[config.mk]
export PLATFORM = sky130hd
export DESIGN_NAME = idd_queue
export DESIGN_NICKNAME = d
export VERILOG_FILES = /design/src/hw/rtl/idd_pkg.sv /design/src/hw/rtl/idd_queue.sv
export SDC_FILE = /design/constraint.sdc
export NUM_CORES = 1
export LEC_CHECK = 0
export ABC_AREA = 1
export BUFFER_PORTS_ARGS = -buffer_cell sky130_fd_sc_hd__buf_2
export CORE_AREA = 2 2 155 157
export CTS_CLUSTER_DIAMETER = 120
export DETAILED_ROUTE_END_ITERATION = 10
export DIE_AREA = 0 0 157 159
export PLACE_DENSITY = 0.75
export SKIP_CTS_REPAIR_TIMING = 1
export SLEW_MARGIN = 40
export SYNTH_ARGS = -nofsm -noshare
export SYNTH_HDL_FRONTEND = slang
export SYNTH_SLANG_ARGS = --single-unit
[constraint.sdc]
create_clock -name clk -period 3.2 [get_ports clk]
set_input_delay 0.64 -clock clk [delete_from_list [all_inputs] [get_ports clk]]
set_output_delay 0.64 -clock clk [all_outputs]
set_load 0.005 [all_outputs]
[src/hw/rtl/idd_pkg.sv]
// ----------------------------------------------------------------------------
// Incoherent dedisperser package
// Sizes, codes, shared types and helper functions.
// ----------------------------------------------------------------------------
package idd_pkg;

    localparam int MAX_CHANNELS  = 1024;
    localparam int RING_DEPTH    = 1024;
    localparam int SAMPLE_BITS   = 16;

    localparam int CH_W          = $clog2(MAX_CHANNELS);
    localparam int NCH_W         = 11;
    localparam int DELAY_W       = 10;
    localparam int FILL_W        = 10;
    localparam int SLOT_W        = $clog2(RING_DEPTH);
    localparam int OFFSET_W      = 24;
    localparam int DATA_W        = 32;
    localparam int TIME_W        = 32;
    localparam int CFG_DATA_W    = 24;
    localparam int CFG_IDX_W     = 2;

    localparam int FILL_SAT      = 1023;
    localparam int MAX_EFF_DELAY = RING_DEPTH - 1;
    localparam int NCH_RESET     = 1024;

    localparam int QUEUE_DEPTH   = 4;
    localparam int QPTR_W        = $clog2(QUEUE_DEPTH);
    localparam int QCNT_W        = $clog2(QUEUE_DEPTH + 1);

    localparam int OQ_DEPTH      = 2;
    localparam int OQ_PTR_W      = $clog2(OQ_DEPTH);
    localparam int OQ_CNT_W      = $clog2(OQ_DEPTH + 1);

    localparam int CLR_CNT_W     = $clog2(RING_DEPTH + 1);

    typedef enum logic
    {
        REQ_LOAD   = 1'b0,
        REQ_SAMPLE = 1'b1
    } req_type_t;

    typedef enum logic [CFG_IDX_W-1:0]
    {
        CFG_NUM_CHANNELS = 2'd0,
        CFG_MAX_DELAY    = 2'd1,
        CFG_MEAN_OFFSET  = 2'd2
    } cfg_idx_t;

    typedef struct packed
    {
        logic [NCH_W-1:0]           num_channels;
        logic [DELAY_W-1:0]         max_delay;
        logic signed [OFFSET_W-1:0] mean_offset;
    } cfg_t;

    // one queued word: an optional accumulate and an optional emit-and-clear
    typedef struct packed
    {
        logic                          add;
        logic                          emit;
        logic [SLOT_W-1:0]             add_slot;
        logic [SLOT_W-1:0]             emit_slot;
        logic signed [SAMPLE_BITS-1:0] sample;
        logic [TIME_W-1:0]             time_index;
    } op_t;

    typedef struct packed
    {
        logic clearing;
    } back_stat_t;

    function automatic logic [DELAY_W-1:0] eff_max_delay(input logic [DELAY_W-1:0] m);
        logic [DELAY_W-1:0] lim;
        lim = DELAY_W'(MAX_EFF_DELAY);
        return (m > lim) ? lim : m;
    endfunction

    function automatic logic [NCH_W-1:0] eff_channels(input logic [NCH_W-1:0] n);
        logic [NCH_W-1:0] lim;
        lim = NCH_W'(MAX_CHANNELS);
        if (n == '0)
        begin
            return NCH_W'(1);
        end
        return (n > lim) ? lim : n;
    endfunction

    function automatic logic [DATA_W-1:0] sext_sample(input logic [SAMPLE_BITS-1:0] s);
        return {{(DATA_W - SAMPLE_BITS){s[SAMPLE_BITS-1]}}, s};
    endfunction

    function automatic logic [DATA_W-1:0] sext_offset(input logic [OFFSET_W-1:0] o);
        return {{(DATA_W - OFFSET_W){o[OFFSET_W-1]}}, o};
    endfunction

endpackage

[src/hw/rtl/idd_queue.sv]
// ----------------------------------------------------------------------------
// Dedisperser work queue
// Short FIFO of accumulate/emit words between front and back ends.
// ----------------------------------------------------------------------------
module idd_queue
(
    input  logic          clk,
    input  logic          rst_n,
    input  logic          push,
    input  idd_pkg::op_t  push_op,
    output logic          full,
    input  logic          pop,
    output logic          head_valid,
    output idd_pkg::op_t  head_op
);
    import idd_pkg::*;

    op_t               ops [QUEUE_DEPTH];
    logic [QPTR_W-1:0] wr_ptr_reg, wr_ptr_next;
    logic [QPTR_W-1:0] rd_ptr_reg, rd_ptr_next;
    logic [QCNT_W-1:0] cnt_reg, cnt_next;

    always_comb
    begin
        full        = (cnt_reg == QCNT_W'(QUEUE_DEPTH));
        head_valid  = (cnt_reg != '0);
        head_op     = ops[rd_ptr_reg];
        wr_ptr_next = push ? wr_ptr_reg + QPTR_W'(1) : wr_ptr_reg;
        rd_ptr_next = pop ? rd_ptr_reg + QPTR_W'(1) : rd_ptr_reg;
        cnt_next    = cnt_reg;
        if (push && !pop)
        begin
            cnt_next = cnt_reg + QCNT_W'(1);
        end
        else if (pop && !push)
        begin
            cnt_next = cnt_reg - QCNT_W'(1);
        end
    end

    always_ff @(posedge clk or negedge rst_n)
    begin
        if (!rst_n)
        begin
            wr_ptr_reg <= '0;
            rd_ptr_reg <= '0;
            cnt_reg    <= '0;
        end
        else
        begin
            wr_ptr_reg <= wr_ptr_next;
            rd_ptr_reg <= rd_ptr_next;
            cnt_reg    <= cnt_next;
        end
    end

    always_ff @(posedge clk)
    begin
        if (push)
        begin
            ops[wr_ptr_reg] <= push_op;
        end
    end

endmodule

---- Word-level counts from Yosys, hierarchy flattened ----
Memories as Yosys holds them, arrays and structs flattened.
Index checks and enable logic that the tools add are counted.
storage, ports and cells
  bits of input ports ..................... 74
  flip-flop bits (word level) ............. 7
  memories kept ........................... 1
  bits in writable memories ............... 280
  logic and storage cells ................. 19
  output and inout port bits .............. 72
cells by class
  muxes and demuxes ....................... 4
  equal/unequal tests ..................... 1
  reductions and logical operators ........ 6
  $add $sub $neg .......................... 4
memory list
  name  depth  bits a word  rd ports  clocked after Yosys merged registers in  wr ports  line             text
  ops   4      70           1         0                                        1         idd_queue.sv:18  op_t ops [QUEUE_DEPTH];
operators with widths
  operator             number
  $mux 3               2
  $add 2x1->2 const B  2
  $add 3x1->3 const B  1
  $eq 3x3->1 const B   1
  $reduce_bool 3->1    1
  $sub 3x1->3 const B  1
  $logic_and 1x1->1    2
  $logic_not 1->1      2
  $mux 1               2
  $reduce_bool 2->1    1

---- Depth between registers and ports, before layout ----
  word-level depth ........................ 4
  depth in mapped cells ................... 9
  mapped depth without buffers ............ 9

---- Worst setup path before layout ----
OpenSTA, ideal clock, no wires.
  path type ............................... input-to-reg
  start ................................... input push
  end ..................................... memory ops[0][0] (netlist name), enable pin
  slack ................................... 0.481 ns
  stages .................................. 3
  arrival ................................. 2.295 ns
  required time ........................... 2.776 ns
  path buffers ............................ 1
  cells stage by stage .................... clkbuf_1 > nand2_1 > inv_1
between the ends
  cells in the longest elaborated chain, start to end .. 2
ends and longest elaborated chain
  what                          line             text
  start, declared               idd_queue.sv:9   input logic push,
  $mux 1                        idd_queue.sv:59  if (push)
  $mux 1 (implied by the code)  idd_queue.sv:61  ops[wr_ptr_reg] <= push_op;
  end, declared                 idd_queue.sv:18
No other way between the ends.

==> flow_summary.json <==
{
  "status": "complete, no violations",
  "synthArstFlopShare_pct": 2.44,
  "root_buffer": "clkbuf_16",
  "critical_path_depth": 5,
  "port_buffers": 145,
  "ys.flop_type": "edfxtp_1",
  "area_delta_synth_final_pct": 17.3,
  "drive_gt1_share_pct": 20.2,
  "synth_most_common_cell": "edfxtp_1",
  "gr-total-overflow": 0,
  "avgSynthCellArea_um2": 13.2,
  "viasPerCell": 4.94,
  "critPathTopFamily": "flip-flops",
  "startpoint": "rd_ptr_reg[0]",
  "synth_nets": 945,
  "hp-start": "push_op[1]",
  "ys_top_cells_by_count": "edfxtp_1, nand2_1, inv_1",
  "dpl.hpwl_um": 13700,
  "gp_congestion": 0.718,
  "criticalPathCategory": "reg2out",
  "rsz0062_at_grt": "no",
  "antenna_found_initial": 5,
  "dp_slack_ns": 0.857,
  "synth.distinct_cells": 19,
  "fin_ws_ns": 0.281,
  "finClkSkew_ns": 0.0112,
  "numCtsBuffers": 30,
  "powerDensity_mw_per_mm2": 895,
  "drt-initial-drc-count": 403,
  "drtPass1Iterations": 7,
  "tritoncts": "yes",
  "largest_reg_flops": 280,
  "die_w_um": 157,
  "nFillCells": 1819,
  "finalCriticalPeriod_ns": 2.92,
  "critPathCapture": "head_op[7]",
  "worst_ep_required_time_ns": 2.56,
  "setup_viol": 0,
  "grt_usage_pct": 18.1,
  "critPathMaxFanout": 62,
  "cts_sinks": 287,
  "slew_violations": 0,
  "synth.top_cell.area_share_pct": 73.4,
  "cp_slowest_cell": "dfrtp_4",
  "initial_core_util_pct": 49.4,
  "crit_top_cell": "nand2_1",
  "drc": 0,
  "routed_wl_um": 22400,
  "fin_util_pct": 57.9,
  "r2r_slack_ns": 1.18,
  "critPathMaxStageDelay_ns": 0.84,
  "core-area_mm2": 0.0232,
  "r2r_end": "ops[0][64]",
  "worstPathCellList": "buf_4, nand2_1, o211ai_1, nand2_1, buf_2",
  "design.die.area_mm2": 0.0250,
  "rr_startpoint": "wr_ptr_reg[0]",
  "wl_per_cell_um": 16.4,
  "max_cap_violations": 0,
  "fp.dieH_um": 159,
  "hold_path_class": "in2reg",
  "grt_pass1_wl_um": 35400,
  "grt_pass1_vias": 6786,
  "worst_pin_slew_ns": 0.656,
  "ys_ff_latch": 287,
  "cp.arrival_ns": 2.28,
  "fin_nets": 1096,
  "clk_pin_slew_ns": 0.06,
  "synth.area.top_cells": "edfxtp_1, o211ai_1, nand2_1",
  "p_leak_uw": 0.00541,
  "ir_drop_uv": 622,
  "htree_levels": 1,
  "relSlewSlack_pct": 56.3,
  "yosysTopAreaCell": "edfxtp_1",
  "clk_path_buf_depth": 3,
  "hold_viol_final": 0,
  "grt_max_degree": 72,
  "end_kind": "primary output",
  "synth_edf_count": 280,
  "fmax_mhz": 343,
  "ys_seq_area_share_pct": 74.9,
  "num_vias": 6721,
  "clkLatencyLatePin_ns": 0.54,
  "syn_area_mm2": 0.0115,
  "fin_tns_setup_ns": 0,
  "setup.worst_path.start_class": "flop",
  "holdWs_ns": 0.310,
  "synthCells": 865,
  "cp_num_buf_inv": 2,
  "num_rows": 56,
  "ys_warn_count": 0,
  "ios": 146,
  "fin_crit_sh_pct": 91.2,
  "ant_nets": 0,
  "reg2reg_depth": 5
}
-- metal layers --
layer	global-route usage, %	routed length [µm]	vias to the layer above
li1	-	-	3316
met1	23.4	9480	3210
met2	31.0	11100	169
met3	4.03	1490	26
met4	4.88	291	0
met5	0	0	-
-- worst min path at each step --
| stage | to | slack [ns] | depth (start not counted) |
|---|---|---|---|
| after floorplan | cnt_reg[0] | 0.34 | 0 |
| after global placement | cnt_reg[2] | 0.45 | 2 |
| after detailed placement | cnt_reg[2] | 0.47 | 2 |
| after CTS | rd_ptr_reg[0] | -0.1 | 1 |
| after global routing | ops[0][65] | 0.29 | 1 |
| final | ops[2][1] | 0.31 | 1 |
-- report_power, final --
group / switching, µW / leakage [µW] / internal [µW] / total, µW
combinational: 2350 / 0.00233 / 1390 / 3740
clock: 1330 / 0.000426 / 1750 / 3080
sequential: 289 / 0.00265 / 4920 / 5210
total: 3960 / 0.00541 / 8070 / 12000
-- cells by family (layout without fill, tap and decap cells) --
family / after synthesis / count (layout) / share of synthesized area [%]
other cells: 0 / 5 / 0
xor+xnor: 4 / 4 / 0.306
buf+inv: 199 / 371 / 7.35
compound gates: 141 / 141 / 9.21
fa+ha+maj: 6 / 6 / 0.721
flops: 287 / 287 / 74.9
simple gates: 228 / 228 / 7.51
-- final cells by class --
type	count	area (µm²)	share of cell area (%)
diodes	5	12.5	0.0931
repair buffers	166	952	7.09
clock buffers	38	802	5.97
multi-input cells	379	2030	15.1
flip-flops and latches	287	8590	63.9
clock inverters	15	72.6	0.540
well taps	319	399	2.97
inverters	152	576	4.28
-- metrics by stage --
stage	cell area [µm²]	instances	power (µW)
2_1_floorplan	11500	865	7620
3_5_place_dp	12500	1302	9100
5_1_grt	13400	1357	12800
4_1_cts	13400	1355	12200
6_report	13400	1361	12000
3_3_place_gp	12500	1302	8990
-- cell usage in the layout (no fill, tap or decap) --
cell / synthesis / final
edfxtp_1: 280 / 280
buf_4: 13 / 14
clkinv_1: 0 / 9
diode_2: 0 / 5
fa_1: 1 / 1
xor2_1: 3 / 3
dfrtp_2: 0 / 1
nand2_1: 224 / 224
dlygate4sd3_1: 0 / 1
inv_8: 0 / 1
buf_6: 0 / 1
o21ai_1: 1 / 1
buf_2: 31 / 145
clkinvlp_4: 0 / 1
dfrtp_1: 7 / 5
dfrtp_4: 0 / 1
nand3_1: 1 / 1
inv_1: 151 / 147
nor2_1: 1 / 1
clkbuf_1: 1 / 7
o211ai_1: 140 / 140
ha_1: 5 / 5
nor3_1: 1 / 1
clkinv_2: 0 / 8
xnor2_1: 1 / 1
buf_12: 0 / 5
inv_2: 1 / 1
clkbuf_16: 0 / 31
nand4_1: 1 / 1
No activity file was read; power rests on OpenSTA's default activity.
